**src/hdl/rkd_pkg.sv**
```systemverilog
package rkd_pkg;

   // field widths
   localparam int CMD_W   = 2;
   localparam int BYTE_W  = 8;
   localparam int ADDR_W  = 18;
   localparam int LEN_W   = 8;
   localparam int GEOM_W  = 10;
   localparam int AREA_W  = 2 * GEOM_W;
   localparam int LINES_W = 16;
   localparam int RUNS_W  = 7;
   localparam int CSR_IDX_W = 1;

   // reset geometry
   localparam logic [GEOM_W-1:0] RESET_WIDTH  = GEOM_W'(320);
   localparam logic [GEOM_W-1:0] RESET_HEIGHT = GEOM_W'(200);

   // input commands
   typedef enum logic [CMD_W-1:0] {
      CMD_DATA  = 2'd0,
      CMD_KEY   = 2'd1,
      CMD_DELTA = 2'd2,
      CMD_NONE  = 2'd3
   } cmd_type;

   // configuration register indexes
   localparam logic [CSR_IDX_W-1:0] REG_FRAME_WIDTH  = 1'b0;
   localparam logic [CSR_IDX_W-1:0] REG_FRAME_HEIGHT = 1'b1;

   // one coded byte with its command
   typedef struct packed {
      logic [CMD_W-1:0]  cmd;
      logic [BYTE_W-1:0] data_byte;
   } item_type;

   // effective geometry seen by the parser
   typedef struct packed {
      logic [GEOM_W-1:0] eff_width;
      logic [GEOM_W-1:0] eff_height;
      logic [AREA_W-1:0] area;
   } geom_type;

endpackage

```
**src/hdl/rkd_if.sv**
```systemverilog
interface rkd_req_if;
   logic                             valid;
   logic                             ready;
   logic [rkd_pkg::CMD_W-1:0]        cmd;
   logic [rkd_pkg::BYTE_W-1:0]       data_byte;

   modport source (output valid, output cmd, output data_byte, input ready);
   modport sink   (input valid, input cmd, input data_byte, output ready);
endinterface

interface rkd_rsp_if;
   logic                             valid;
   logic                             ready;
   logic [rkd_pkg::ADDR_W-1:0]       write_addr;
   logic [rkd_pkg::LEN_W-1:0]        write_len;
   logic [rkd_pkg::BYTE_W-1:0]       pixel_value;
   logic                             frame_done;
   logic                             overrun;

   modport source (output valid, output write_addr, output write_len, output pixel_value,
                   output frame_done, output overrun, input ready);
   modport sink   (input valid, input write_addr, input write_len, input pixel_value,
                   input frame_done, input overrun, output ready);
endinterface

```
**src/hdl/rkd_csr.sv**
```systemverilog
module rkd_csr #(
   parameter int MAX_WIDTH  = 512,
   parameter int MAX_HEIGHT = 512
) (
   input  logic                              clock,
   input  logic                              reset,
   input  logic                              csr_we,
   input  logic [rkd_pkg::CSR_IDX_W-1:0]     csr_index,
   input  logic [rkd_pkg::GEOM_W-1:0]        csr_wdata,
   output rkd_pkg::geom_type                 geom
);

   localparam int GeomMax   = (1 << rkd_pkg::GEOM_W) - 1;
   localparam int WidthCap  = (MAX_WIDTH  > GeomMax) ? GeomMax : MAX_WIDTH;
   localparam int HeightCap = (MAX_HEIGHT > GeomMax) ? GeomMax : MAX_HEIGHT;

   logic [rkd_pkg::GEOM_W-1:0] width_ff, width_in;
   logic [rkd_pkg::GEOM_W-1:0] height_ff, height_in;
   logic [rkd_pkg::AREA_W-1:0] area_ff, area_in;

   // clamp the raw values as they are written
   always_comb begin
      width_in  = width_ff;
      height_in = height_ff;
      if (csr_we && (csr_index == rkd_pkg::REG_FRAME_WIDTH)) begin
         width_in = (csr_wdata > rkd_pkg::GEOM_W'(WidthCap)) ?
                    rkd_pkg::GEOM_W'(WidthCap) : csr_wdata;
      end
      if (csr_we && (csr_index == rkd_pkg::REG_FRAME_HEIGHT)) begin
         if (csr_wdata == '0) begin
            height_in = rkd_pkg::GEOM_W'(1);
         end else begin
            height_in = (csr_wdata > rkd_pkg::GEOM_W'(HeightCap)) ?
                        rkd_pkg::GEOM_W'(HeightCap) : csr_wdata;
         end
      end
      // area follows the new values so it is never stale
      area_in = rkd_pkg::AREA_W'(width_in) * rkd_pkg::AREA_W'(height_in);
   end

   always_ff @(posedge clock) begin
      if (reset) begin
         width_ff  <= rkd_pkg::RESET_WIDTH;
         height_ff <= rkd_pkg::RESET_HEIGHT;
         area_ff   <= rkd_pkg::AREA_W'(rkd_pkg::RESET_WIDTH) *
                      rkd_pkg::AREA_W'(rkd_pkg::RESET_HEIGHT);
      end else begin
         width_ff  <= width_in;
         height_ff <= height_in;
         area_ff   <= area_in;
      end
   end

   assign geom.eff_width  = width_ff;
   assign geom.eff_height = height_ff;
   assign geom.area       = area_ff;

endmodule

```
**src/hdl/rkd_in_stage.sv**
```systemverilog
module rkd_in_stage (
   input  logic               clock,
   input  logic               reset,
   rkd_req_if.sink            req_if,
   input  logic               slot_free,
   output logic               step,
   output rkd_pkg::item_type  item
);

   logic                valid_ff, valid_in;
   rkd_pkg::item_type   item_ff;
   logic                take;

   // hand the held item to the parser whenever the result slot can take it
   assign step         = valid_ff && slot_free;
   assign req_if.ready = !valid_ff || step;
   assign take         = req_if.valid && req_if.ready;

   always_comb begin
      valid_in = valid_ff;
      if (take) begin
         valid_in = 1'b1;
      end else if (step) begin
         valid_in = 1'b0;
      end
   end

   always_ff @(posedge clock) begin
      if (reset) begin
         valid_ff <= 1'b0;
      end else begin
         valid_ff <= valid_in;
      end
   end

   // payload register, no reset needed
   always_ff @(posedge clock) begin
      if (take) begin
         item_ff.cmd       <= req_if.cmd;
         item_ff.data_byte <= req_if.data_byte;
      end
   end

   assign item = item_ff;

endmodule

```
**src/hdl/rkd_core.sv**
```systemverilog
module rkd_core (
   input  logic               clock,
   input  logic               reset,
   input  logic               step,
   input  rkd_pkg::item_type  item,
   input  rkd_pkg::geom_type  geom,
   output logic               slot_free,
   rkd_rsp_if.source          rsp_if
);

   typedef enum logic [1:0] {
      MODE_IDLE  = 2'd0,
      MODE_KEY   = 2'd1,
      MODE_DELTA = 2'd2
   } mode_type;

   typedef enum logic [2:0] {
      PH_LINE    = 3'd0,
      PH_SKIP    = 3'd1,
      PH_RUN     = 3'd2,
      PH_LIT     = 3'd3,
      PH_FILL    = 3'd4,
      PH_HSKIP   = 3'd5,
      PH_HCNT_LO = 3'd6,
      PH_HCNT_HI = 3'd7
   } phase_type;

   localparam int SumW  = rkd_pkg::ADDR_W + 1;
   localparam int ProdW = rkd_pkg::LINES_W + rkd_pkg::GEOM_W;

   mode_type                         mode_ff, mode_in;
   phase_type                        phase_ff, phase_in;
   logic [rkd_pkg::ADDR_W-1:0]       line_base_ff, line_base_in;
   logic [rkd_pkg::ADDR_W-1:0]       write_pos_ff, write_pos_in;
   logic [rkd_pkg::LINES_W-1:0]      lines_left_ff, lines_left_in;
   logic [rkd_pkg::RUNS_W-1:0]       runs_left_ff, runs_left_in;
   logic [rkd_pkg::LEN_W-1:0]        literal_left_ff, literal_left_in;
   logic [rkd_pkg::BYTE_W-1:0]       header_low_ff, header_low_in;

   logic                             rsp_valid_ff, rsp_valid_in;
   logic [rkd_pkg::ADDR_W-1:0]       rsp_addr_ff;
   logic [rkd_pkg::LEN_W-1:0]        rsp_len_ff;
   logic [rkd_pkg::BYTE_W-1:0]       rsp_pixel_ff;
   logic                             rsp_done_ff;
   logic                             rsp_ovr_ff;

   logic                             emit;
   logic [rkd_pkg::ADDR_W-1:0]       res_addr;
   logic [rkd_pkg::LEN_W-1:0]        res_len;
   logic                             res_done;
   logic                             res_ovr;

   logic [rkd_pkg::BYTE_W-1:0]       b;
   logic [rkd_pkg::BYTE_W-1:0]       mag;
   logic [rkd_pkg::LINES_W-1:0]      header_word;
   logic [ProdW-1:0]                 skip_prod;
   logic [SumW-1:0]                  span_end;
   logic                             is_key;
   logic                             lit_run;
   logic                             end_run_req;
   logic                             end_line_req;

   // byte decode shared by all phases; 0x80 gives magnitude 128 naturally
   assign b           = item.data_byte;
   assign mag         = b[7] ? rkd_pkg::BYTE_W'(-b) : b;
   assign header_word = {b, header_low_ff};
   assign skip_prod   = ProdW'(header_word) * ProdW'(geom.eff_width);
   assign is_key      = (mode_ff == MODE_KEY);
   assign span_end    = SumW'(write_pos_ff) + SumW'(res_len);

   assign slot_free = !rsp_valid_ff || rsp_if.ready;

   // parser: next state and result for the item at hand
   always_comb begin
      mode_in         = mode_ff;
      phase_in        = phase_ff;
      line_base_in    = line_base_ff;
      write_pos_in    = write_pos_ff;
      lines_left_in   = lines_left_ff;
      runs_left_in    = runs_left_ff;
      literal_left_in = literal_left_ff;
      header_low_in   = header_low_ff;
      emit            = 1'b0;
      res_addr        = '0;
      res_len         = '0;
      res_done        = 1'b0;
      lit_run         = 1'b0;
      end_run_req     = 1'b0;
      end_line_req    = 1'b0;

      if (item.cmd == rkd_pkg::CMD_KEY || item.cmd == rkd_pkg::CMD_DELTA) begin
         // a start command abandons whatever frame is in progress
         line_base_in    = '0;
         write_pos_in    = '0;
         runs_left_in    = '0;
         literal_left_in = '0;
         header_low_in   = '0;
         if (item.cmd == rkd_pkg::CMD_KEY) begin
            mode_in       = MODE_KEY;
            phase_in      = PH_LINE;
            lines_left_in = rkd_pkg::LINES_W'(geom.eff_height);
         end else begin
            mode_in       = MODE_DELTA;
            phase_in      = PH_HSKIP;
            lines_left_in = '0;
         end
      end else if (item.cmd == rkd_pkg::CMD_DATA && mode_ff != MODE_IDLE) begin
         unique case (phase_ff)
            // delta header: line skip, low byte then high byte
            PH_HSKIP: begin
               if (runs_left_ff == '0) begin
                  header_low_in = b;
                  runs_left_in  = rkd_pkg::RUNS_W'(1);
               end else begin
                  line_base_in = skip_prod[rkd_pkg::ADDR_W-1:0];
                  write_pos_in = skip_prod[rkd_pkg::ADDR_W-1:0];
                  runs_left_in = '0;
                  phase_in     = PH_HCNT_LO;
               end
            end
            PH_HCNT_LO: begin
               header_low_in = b;
               phase_in      = PH_HCNT_HI;
            end
            // zero or negative line count ends the frame at once
            PH_HCNT_HI: begin
               if (b[7] || header_word == '0) begin
                  mode_in  = MODE_IDLE;
                  phase_in = PH_LINE;
                  emit     = 1'b1;
                  res_done = 1'b1;
               end else begin
                  lines_left_in = header_word;
                  phase_in      = PH_LINE;
               end
            end
            PH_LINE: begin
               if (b == '0 || b[7]) begin
                  end_line_req = 1'b1;
               end else begin
                  runs_left_in = b[rkd_pkg::RUNS_W-1:0];
                  phase_in     = is_key ? PH_RUN : PH_SKIP;
               end
            end
            PH_SKIP: begin
               write_pos_in = write_pos_ff + rkd_pkg::ADDR_W'(b);
               phase_in     = PH_RUN;
            end
            // run sign is inverted in delta frames
            PH_RUN: begin
               lit_run         = is_key ? b[7] : (!b[7] && b != '0);
               literal_left_in = mag;
               phase_in        = lit_run ? PH_LIT : PH_FILL;
            end
            PH_LIT: begin
               write_pos_in    = write_pos_ff + rkd_pkg::ADDR_W'(1);
               literal_left_in = literal_left_ff - rkd_pkg::LEN_W'(1);
               end_run_req     = (literal_left_in == '0);
               emit            = 1'b1;
               res_addr        = write_pos_ff;
               res_len         = rkd_pkg::LEN_W'(1);
            end
            PH_FILL: begin
               write_pos_in    = write_pos_ff + rkd_pkg::ADDR_W'(literal_left_ff);
               literal_left_in = '0;
               end_run_req     = 1'b1;
               emit            = (literal_left_ff != '0);
               res_addr        = write_pos_ff;
               res_len         = literal_left_ff;
            end
            default: begin
            end
         endcase

         // run and line bookkeeping
         if (end_run_req) begin
            runs_left_in = runs_left_ff - rkd_pkg::RUNS_W'(1);
            if (runs_left_in == '0) begin
               end_line_req = 1'b1;
            end else begin
               phase_in = is_key ? PH_RUN : PH_SKIP;
            end
         end
         if (end_line_req) begin
            line_base_in  = line_base_ff + rkd_pkg::ADDR_W'(geom.eff_width);
            write_pos_in  = line_base_in;
            lines_left_in = lines_left_ff - rkd_pkg::LINES_W'(1);
            phase_in      = PH_LINE;
            if (lines_left_in == '0) begin
               mode_in  = MODE_IDLE;
               res_done = 1'b1;
               emit     = 1'b1;
            end
         end
      end

      res_ovr = (res_len != '0) && (rkd_pkg::AREA_W'(span_end) > geom.area);
   end

   // result slot: filled on a step that yields a result, emptied on a take
   always_comb begin
      rsp_valid_in = rsp_valid_ff;
      if (step) begin
         rsp_valid_in = emit;
      end else if (rsp_if.ready) begin
         rsp_valid_in = 1'b0;
      end
   end

   always_ff @(posedge clock) begin
      if (reset) begin
         mode_ff         <= MODE_IDLE;
         phase_ff        <= PH_LINE;
         line_base_ff    <= '0;
         write_pos_ff    <= '0;
         lines_left_ff   <= '0;
         runs_left_ff    <= '0;
         literal_left_ff <= '0;
         header_low_ff   <= '0;
         rsp_valid_ff    <= 1'b0;
      end else begin
         rsp_valid_ff <= rsp_valid_in;
         if (step) begin
            mode_ff         <= mode_in;
            phase_ff        <= phase_in;
            line_base_ff    <= line_base_in;
            write_pos_ff    <= write_pos_in;
            lines_left_ff   <= lines_left_in;
            runs_left_ff    <= runs_left_in;
            literal_left_ff <= literal_left_in;
            header_low_ff   <= header_low_in;
         end
      end
   end

   // result payload
   always_ff @(posedge clock) begin
      if (step && emit) begin
         rsp_addr_ff  <= (res_len != '0) ? res_addr : '0;
         rsp_len_ff   <= res_len;
         rsp_pixel_ff <= (res_len != '0) ? b : '0;
         rsp_done_ff  <= res_done;
         rsp_ovr_ff   <= res_ovr;
      end
   end

   assign rsp_if.valid       = rsp_valid_ff;
   assign rsp_if.write_addr  = rsp_addr_ff;
   assign rsp_if.write_len   = rsp_len_ff;
   assign rsp_if.pixel_value = rsp_pixel_ff;
   assign rsp_if.frame_done  = rsp_done_ff;
   assign rsp_if.overrun     = rsp_ovr_ff;

endmodule

```
**src/hdl/rle_key_delta_frame_decoder.sv**
```systemverilog
// Run-length key/delta frame decoder. Takes one coded byte (or a start-key /
// start-delta command) per transaction and returns at most one span write
// (address, length, colour) per byte, plus frame_done on the span or empty
// result that ends the frame and overrun when a span ends past
// width*height. Throughput is one byte per clock while the result side keeps
// up; every byte passes an input register and a combinational parse stage
// into the result register, waiting in the input register while that slot is full.
// The parse stage (one 16x10 multiply for the delta line skip, an 18-bit add
// and an area compare) sets the clock. Geometry writes are clamped on entry
// (width to MAX_WIDTH, height to 1..MAX_HEIGHT) and should only be made while
// no frame bytes are in flight.
module rle_key_delta_frame_decoder #(
   parameter int MAX_WIDTH  = 512,
   parameter int MAX_HEIGHT = 512
) (
   input  logic                              clock,
   input  logic                              reset,
   rkd_req_if.sink                           req_if,
   rkd_rsp_if.source                         rsp_if,
   input  logic                              csr_we,
   input  logic [rkd_pkg::CSR_IDX_W-1:0]     csr_index,
   input  logic [rkd_pkg::GEOM_W-1:0]        csr_wdata
);

   rkd_pkg::geom_type   geom;
   rkd_pkg::item_type   item;
   logic                step;
   logic                slot_free;

   // geometry registers
   rkd_csr #(
      .MAX_WIDTH  (MAX_WIDTH),
      .MAX_HEIGHT (MAX_HEIGHT)
   ) u_csr (
      .clock     (clock),
      .reset     (reset),
      .csr_we    (csr_we),
      .csr_index (csr_index),
      .csr_wdata (csr_wdata),
      .geom      (geom)
   );

   // input register
   rkd_in_stage u_in_stage (
      .clock     (clock),
      .reset     (reset),
      .req_if    (req_if),
      .slot_free (slot_free),
      .step      (step),
      .item      (item)
   );

   // parser and result register
   rkd_core u_core (
      .clock     (clock),
      .reset     (reset),
      .step      (step),
      .item      (item),
      .geom      (geom),
      .slot_free (slot_free),
      .rsp_if    (rsp_if)
   );

endmodule
```
**src/flat_wrapper.sv**
```systemverilog
// flat-port wrapper written by rule: the top's interface ports become plain ports
module rle_key_delta_frame_decoder_flat 
#(
   parameter int MAX_WIDTH  = 512,
   parameter int MAX_HEIGHT = 512
)
  (clock, reset, csr_we, csr_index, csr_wdata, req_if_valid, req_if_cmd, req_if_data_byte, req_if_ready, rsp_if_valid, rsp_if_write_addr, rsp_if_write_len, rsp_if_pixel_value, rsp_if_frame_done, rsp_if_overrun, rsp_if_ready);
  rkd_req_if req_if_i ();
  rkd_rsp_if rsp_if_i ();
  input  logic clock;
  input  logic reset;
  input  logic csr_we;
  input  logic [rkd_pkg::CSR_IDX_W-1:0] csr_index;
  input  logic [rkd_pkg::GEOM_W-1:0] csr_wdata;
  input wire logic [$bits(req_if_i.valid)-1:0] req_if_valid;
  input wire logic [$bits(req_if_i.cmd)-1:0] req_if_cmd;
  input wire logic [$bits(req_if_i.data_byte)-1:0] req_if_data_byte;
  output wire logic [$bits(req_if_i.ready)-1:0] req_if_ready;
  output wire logic [$bits(rsp_if_i.valid)-1:0] rsp_if_valid;
  output wire logic [$bits(rsp_if_i.write_addr)-1:0] rsp_if_write_addr;
  output wire logic [$bits(rsp_if_i.write_len)-1:0] rsp_if_write_len;
  output wire logic [$bits(rsp_if_i.pixel_value)-1:0] rsp_if_pixel_value;
  output wire logic [$bits(rsp_if_i.frame_done)-1:0] rsp_if_frame_done;
  output wire logic [$bits(rsp_if_i.overrun)-1:0] rsp_if_overrun;
  input wire logic [$bits(rsp_if_i.ready)-1:0] rsp_if_ready;
  assign req_if_i.valid = req_if_valid;
  assign req_if_i.cmd = req_if_cmd;
  assign req_if_i.data_byte = req_if_data_byte;
  assign req_if_ready = req_if_i.ready;
  assign rsp_if_valid = rsp_if_i.valid;
  assign rsp_if_write_addr = rsp_if_i.write_addr;
  assign rsp_if_write_len = rsp_if_i.write_len;
  assign rsp_if_pixel_value = rsp_if_i.pixel_value;
  assign rsp_if_frame_done = rsp_if_i.frame_done;
  assign rsp_if_overrun = rsp_if_i.overrun;
  assign rsp_if_i.ready = rsp_if_ready;
  rle_key_delta_frame_decoder #(.MAX_WIDTH(MAX_WIDTH), .MAX_HEIGHT(MAX_HEIGHT)) u_core (.clock(clock), .reset(reset), .req_if(req_if_i), .rsp_if(rsp_if_i), .csr_we(csr_we), .csr_index(csr_index), .csr_wdata(csr_wdata));
endmodule
```
**config.mk**
```make
export PLATFORM = sky130hd
export DESIGN_NAME = rle_key_delta_frame_decoder_flat
export DESIGN_NICKNAME = d
export VERILOG_FILES = /design/src/hdl/rkd_pkg.sv /design/src/hdl/rkd_if.sv /design/src/hdl/rkd_csr.sv /design/src/hdl/rkd_in_stage.sv /design/src/hdl/rkd_core.sv /design/src/hdl/rle_key_delta_frame_decoder.sv /design/src/flat_wrapper.sv
export SDC_FILE = /design/constraint.sdc
export NUM_CORES = 1
export LEC_CHECK = 0
export ABC_AREA = 1
export ABC_CLOCK_PERIOD_IN_PS = 19050
export BUFFER_PORTS_ARGS = -buffer_cell sky130_fd_sc_hd__clkbuf_2
export CAP_MARGIN = 40
export CORE_UTILIZATION = 35
export CTS_CLUSTER_SIZE = 25
export DETAILED_ROUTE_END_ITERATION = 8
export GPL_TIMING_DRIVEN = 0
export PLACE_DENSITY = 0.5
export SYNTH_ARGS = -nofsm -noshare
export SYNTH_HDL_FRONTEND = slang
export SYNTH_SLANG_ARGS = --single-unit
```
**constraint.sdc**
```tcl
create_clock -name clock -period 19.05 [get_ports clock]
set_input_delay 3.81 -clock clock [delete_from_list [all_inputs] [get_ports clock]]
set_output_delay 3.81 -clock clock [all_outputs]
set_load 0.01 [all_outputs]
```
---- Yosys cells after proc, flatten, opt, wreduce, memory -nomap -nowiden ----
Cells that the tools add are included.
storage, ports and cells
  bits in registers ....................... 168
  input bits .............................. 26
  output and inout bits ................... 38
  word-level logic and storage cells ...... 177
operators by class
  $add $sub $neg .......................... 9
  multipliers ............................. 2
  magnitude comparators ................... 2
  eq/ne operators ......................... 15
  multiplexer cells ....................... 77
  bitwise gates (word level) .............. 4
  reductions and logical operators ........ 48
operators by type and width
  operator                 count
  $mux W18                 8
  $mux W16                 5
  $pmux W18 S4             1
  $mux W8                  8
  $mux W10                 5
  $add A18 B8 Y18          2
  $logic_not A16 Y1        2
  $pmux W8 S2              2
  $mux W7                  4
  $mux W3                  9
  $pmux W8 S3              1
  $reduce_bool A8 Y1       3
  $mux W1                  22
  $gt A19 B20 Y1           1
  $mul A10 B10 Y20         1
  $reduce_and A4 Y1        5
  $add A18 B8 Y19          1
  $add A18 B1 Y18 const B  1
  $add A18 B10 Y18         1
  $mul A16 B10 Y18         1
  $pmux W3 S6              1
  $logic_not A8 Y1         2
  $mux W2                  8
  $sub A16 B1 Y16 const B  1
  31 further kinds         62

---- Logic depth before layout (Yosys ltp) ----
  depth in word-level cells ............... 12
  gate-level depth with buffers ........... 27
  depth with buffers taken out ............ 27

---- Modules after synthesis ----
A second synthesis with hierarchy kept.
second synthesis, totals
  cells, all modules ...................... 2652
  area total of the unflattened synthesis .. 18486.5 µm²
modules (own cells, without submodules)
  module        instances  cells each  area each (µm²)
  rkd_core      1          2001        13171.4
  rkd_csr       1          633         4959.8
  rkd_in_stage  1          18          355.3

---- Worst setup path after synthesis ----
Ideal clock, no wire load.
  kind .................................... input to register
  start ................................... input csr_wdata[5] (netlist bit)
  end ..................................... register u_core.u_csr.area_ff[12] (netlist bit)
  library setup time ...................... 63 ps
  data arrival time ....................... 8711 ps
  path slack .............................. 10276 ps
  stages on the path ...................... 24
  buffers on the path ..................... 0
  cell sequence ........................... nor4_1 -> nand4_1 -> nand2_1 -> nand2_1 -> o21ai_0 -> inv_1 -> nor2_1 -> fa_1 -> inv_1 -> fa_1 -> fa_1 -> fa_1 -> fa_1 -> inv_1 -> ha_1 -> nand2_1 -> o21ai_0 -> a21oi_1 -> inv_1 -> nand2_1 -> nand2_1 -> a21oi_1 -> or2_2 -> nand3_1
on the way
  word-level cells in the longest chain between the ends .. 5
  elaborated cells between the ends (all ways) .. 7
  classes of those cells .................. mul (1); order compare (1); mux (4); reduce/logical (1)
ends and longest elaborated chain
  item                  line                          source
  start, declared       flat_wrapper.sv:14            input logic [rkd_pkg::GEOM_W-1:0] csr_wdata;
  $gt A10 B10 Y1        rkd_csr.sv:26, rkd_csr.sv:33
  $mux W10              rkd_csr.sv:26, rkd_csr.sv:33
  $mux W10              rkd_csr.sv:30                 if (csr_wdata == '0) begin
  $mux W10              rkd_csr.sv:29                 if (csr_we && (csr_index == rkd_pkg::REG_FRAME_HEIGHT)) begin
  $mul A10 B10 Y20 *    rkd_csr.sv:38                 area_in = rkd_pkg::AREA_W'(width_in) * rkd_pkg::AREA_W'(height_in);
  end signal, assigned  rkd_csr.sv:45                 area_ff <= rkd_pkg::AREA_W'(rkd_pkg::RESET_WIDTH) *
  end signal, assigned  rkd_csr.sv:50                 area_ff <= area_in;
  end, declared         rkd_csr.sv:19                 logic [rkd_pkg::AREA_W-1:0] area_ff, area_in;
Mark *: on every way between the ends. The rest lies on a longest branch, timed or not.
A chain may end at the register's enable or synchronous reset.

---- Worst setup path in the final report ----
  start ................................... input csr_wdata[4] (netlist bit)
  end ..................................... register u_core.u_csr.area_ff[12] (netlist bit)
The elaborated chain is that of the path after synthesis.

==> out/results.txt <==
Type of the worst setup path: in2reg
Die ar.: 51700 sq um
Vias in the first global route: 16300
Top FF cell, synth: dfxtp_1
Max-capacitance violation count: 0
# rows: 82
Max clock buf depth: 2
Io pins: 64
Final instance area: 19600 sq um
Sequential cell area: 3820 sq um
Multi-input logic area: 11900 sq um
Final Hold Fails: 0
DR pass1 iterations: 5
Run status: completed
Die Span Y: 227 um
Peak supply drop: 0.0741 mV
Crit path DAT: 9.82 ns
Layout area overhead: 10.0%
Peak Freq: 0.105 GHz
Total gr overflow: 0
DRC Markers: 0
Global-route wire length before repair: 92900 um
Setup bufs post-CTS: 0
Crit end category: register
Drt wl/cell: 18.2 um
Layout fillers: 5326
Die Wd: 227 um
Skew-Pair Late Insertion Delay: 0.49 ns
DR vias/cell: 4.99
PD cells: 66.9 nW/um^2
Post-synthesis cell type count: 52
Setup TNS Final: 0 ns
RSZ-0062 raised after global routing: no
CP required: 19.35 ns
Setup crit end: u_core.u_csr.area_ff[12]
Initial antenna violation count: 0
HP Class: reg2reg
CP startpoint kind: primary input
Syn Nets: 2789
P_leak: 9.79 nW
Vias: 16200
Initial Util: 35.4%
Largest net degree at the start of global routing: 37
Share of layout cells above drive strength 1: 7.27%
Post-Synthesis Cell Area: 17800 sq um
Post-synth EDFFs: 46
Tcrit/Tclk final: 50.0%
GR Util All Layers: 24.0%
Final Setup Violations: 0
CTS Buf Count: 17
FFs w/ async S/R, synth: 0%
Placer Congestion: 0.914
Root Buffer: clkbuf_16
Slew margin rel.: 37.7%
Core Box Area: 50200 sq um
Synthesized instance count: 2471
RR Endpoint: u_core.u_csr.area_ff[15]
CTS tree: yes
Clock tree sinks: 168
Hold buffer count at CTS: 0
N_diodes: 0
Fin nets: 2877
Hpwl dp: 48500 um
Post-DP Area: 19000 sq um
Total routed wirelength: 59000 um
Gates resized, CTS repair: 0
Worst R2R Setup Slack: 12.81 ns
Sequential element share of the synthesized area: 21.5%
CP Launch Point: csr_wdata[4]
Routed Antenna Nets: 0
CP max FO: 7
Worst-case reg-to-reg path depth: 23
R2r startpoint: u_core.u_csr.width_ff[9]
Warnings, synthesis: 0
Mean Syn Cell Area: 7.19 sq um
Post-route minimum period: 9.52 ns
Worst Skew: 0.0182 ns
Worst-Margin Slew: 0.935 ns
Starting DRT DRC Count: 1153
WHS Path Cells: 2
I/O Buffers: 62
Final Max Tran Viols: 0
H-Tree Level Count: 4
Overall power: 1.31 mW
Synthesized flop and latch total: 168
CTS clk-pin slew, worst paths: 0.07 ns
[power by group]
| part | leakage (nW) | internal, mW | switching [mW] |
|---|---|---|---|
| combinational | 8.00 | 0.181 | 0.362 |
| clock | 0.280 | 0.188 | 0.165 |
| sequential | 1.51 | 0.391 | 0.0210 |
[cell usage after synthesis, types with 38 or more instances]
cell | count | area (sq um)
o21ai_0 | 106 | 531
inv_1 | 427 | 1600
nand3_1 | 153 | 766
nand2_1 | 569 | 2140
edfxtp_1 | 46 | 1380
clkbuf_1 | 52 | 195
xor2_1 | 38 | 333
a21oi_1 | 155 | 776
o21ai_1 | 41 | 205
dfxtp_1 | 122 | 2440
ha_1 | 142 | 1780
nor2_1 | 230 | 863
fa_1 | 150 | 3000
[worst min-delay path by stage]
stage                                             start                            end
after detailed placement  u_core.u_core.line_base_ff[0]  u_core.u_core.line_base_ff[0]
after global routing      u_core.u_core.line_base_ff[0]  u_core.u_core.line_base_ff[0]
after global placement    u_core.u_core.line_base_ff[0]  u_core.u_core.line_base_ff[0]
after CTS                 u_core.u_core.line_base_ff[0]  u_core.u_core.line_base_ff[0]
after floorplan           u_core.u_core.line_base_ff[0]  u_core.u_core.line_base_ff[0]
final                     u_core.u_core.line_base_ff[0]  u_core.u_core.line_base_ff[0]
[worst max-delay path, stage by stage]
cell and delay (ns):
clkbuf_2 0.12, nor4_1 0.26, nand4_1 0.15, nand2_1 0.21, nand2_1 0.12, o21ai_0 0.70
inv_1 0.35, nor2_1 0.23, fa_1 0.43, inv_1 0.09, fa_1 0.46, fa_1 0.52
fa_1 0.43, fa_1 0.49, inv_1 0.04, ha_1 0.34, a21oi_1 0.19, o21ai_0 0.16
a21oi_1 0.14, inv_1 0.08, nand2_1 0.08, nand2_1 0.05, a21oi_1 0.14, or2_2 0.13
nand3_1 0.11
[sequential cells by signal, summed over array words and instances, names as in the netlist, 3 cells and up]
| name | flops |
|---|---|
| u_core.u_csr.width_ff | 10 |
| u_core.u_core.runs_left_ff | 7 |
| u_core.u_core.rsp_if.write_addr | 18 |
| u_core.u_core.lines_left_ff | 16 |
| u_core.u_core.header_low_ff | 8 |
| u_core.u_csr.height_ff | 10 |
| u_core.u_core.rsp_if.pixel_value | 8 |
| u_core.u_core.line_base_ff | 18 |
| u_core.u_core.literal_left_ff | 8 |
| u_core.u_core.rsp_if.write_len | 8 |
| u_core.u_core.phase_ff | 3 |
| u_core.u_csr.area_ff | 20 |
| u_core.u_core.write_pos_ff | 18 |
| u_core.u_in_stage.item | 10 |
[logic make-up (layout without fill, tap and decap cells)]
| kind of cell | after synthesis | count (layout) | synth area share (%) |
|---|---|---|---|
| flops | 168 | 168 | 21.5 |
| buf+inv | 527 | 628 | 11.7 |
| xor+xnor | 67 | 67 | 3.30 |
| simple gates | 1041 | 1041 | 24.8 |
| fa+ha+maj | 292 | 292 | 26.9 |
| compound gates | 376 | 376 | 11.8 |
[cell usage in the layout (no fill, tap or decap), types with 4 or more instances in the layout]
cell       netlist  final
nand2_1        569    569
inv_1          427    426
nor2_1         230    230
a21oi_1        155    155
nand3_1        153    153
fa_1           150    150
ha_1           142    142
dfxtp_1        122    122
o21ai_0        106    106
clkbuf_2         0     62
clkbuf_1        52     54
edfxtp_1        46     46
o21ai_1         41     41
xor2_1          38     38
nand4_1         29     29
xnor2_1         29     29
buf_2           17     21
clkbuf_16        0     18
nor3_1          16     16
inv_2           12     13
a211oi_1        12     12
a31oi_1         11     11
buf_6            9     10
o22ai_1          8      8
or2_2            8      8
o211ai_1         7      7
a21o_1           7      7
nor2_4           6      6
buf_4            4      6
nor2_2           5      5
nand2_2          5      5
nor4_1           5      5
a211oi_2         5      5
o221ai_1         5      5
nand2_4          4      4
o21ai_2          4      4
a21boi_0         4      4
[per-layer routing]
layer | part of all wire [%] | wire, um | GRT usage, % | up-vias
met5 | 0 | 0 | 0 | -
met4 | 2.5 | 1460 | 7.58 | 0
met3 | 4.3 | 2540 | 3.52 | 69
met2 | 47 | 27600 | 40.1 | 394
met1 | 47 | 27400 | 31.7 | 7708
li1 | - | - | - | 8016
[per-stage QoR]
stage / hold WS, ns / cells / worst slack [ns] / utilization [%]
after CTS: 0.478 / 3244 / 9.59 / 39.0
after detailed placement: 0.468 / 3212 / 9.09 / 37.8
after floorplan: 0.448 / 2471 / 10.28 / -
after global placement: 0.466 / 3205 / 9.11 / 37.7
final: 0.480 / 3244 / 9.53 / 39.0
after global routing: 0.491 / 3244 / 9.24 / 39.0
[cell type report]
type	instances	share of cell area, %
plain buffers	85	2.16
clock buffers	23	2.55
clock inverters	9	0.416
inverters	442	8.50
multi-input cells	1776	60.7
flip-flops and latches	168	19.6
well taps	672	4.30
repair buffers	69	1.82
No activity file was read; power rests on OpenSTA's default activity.
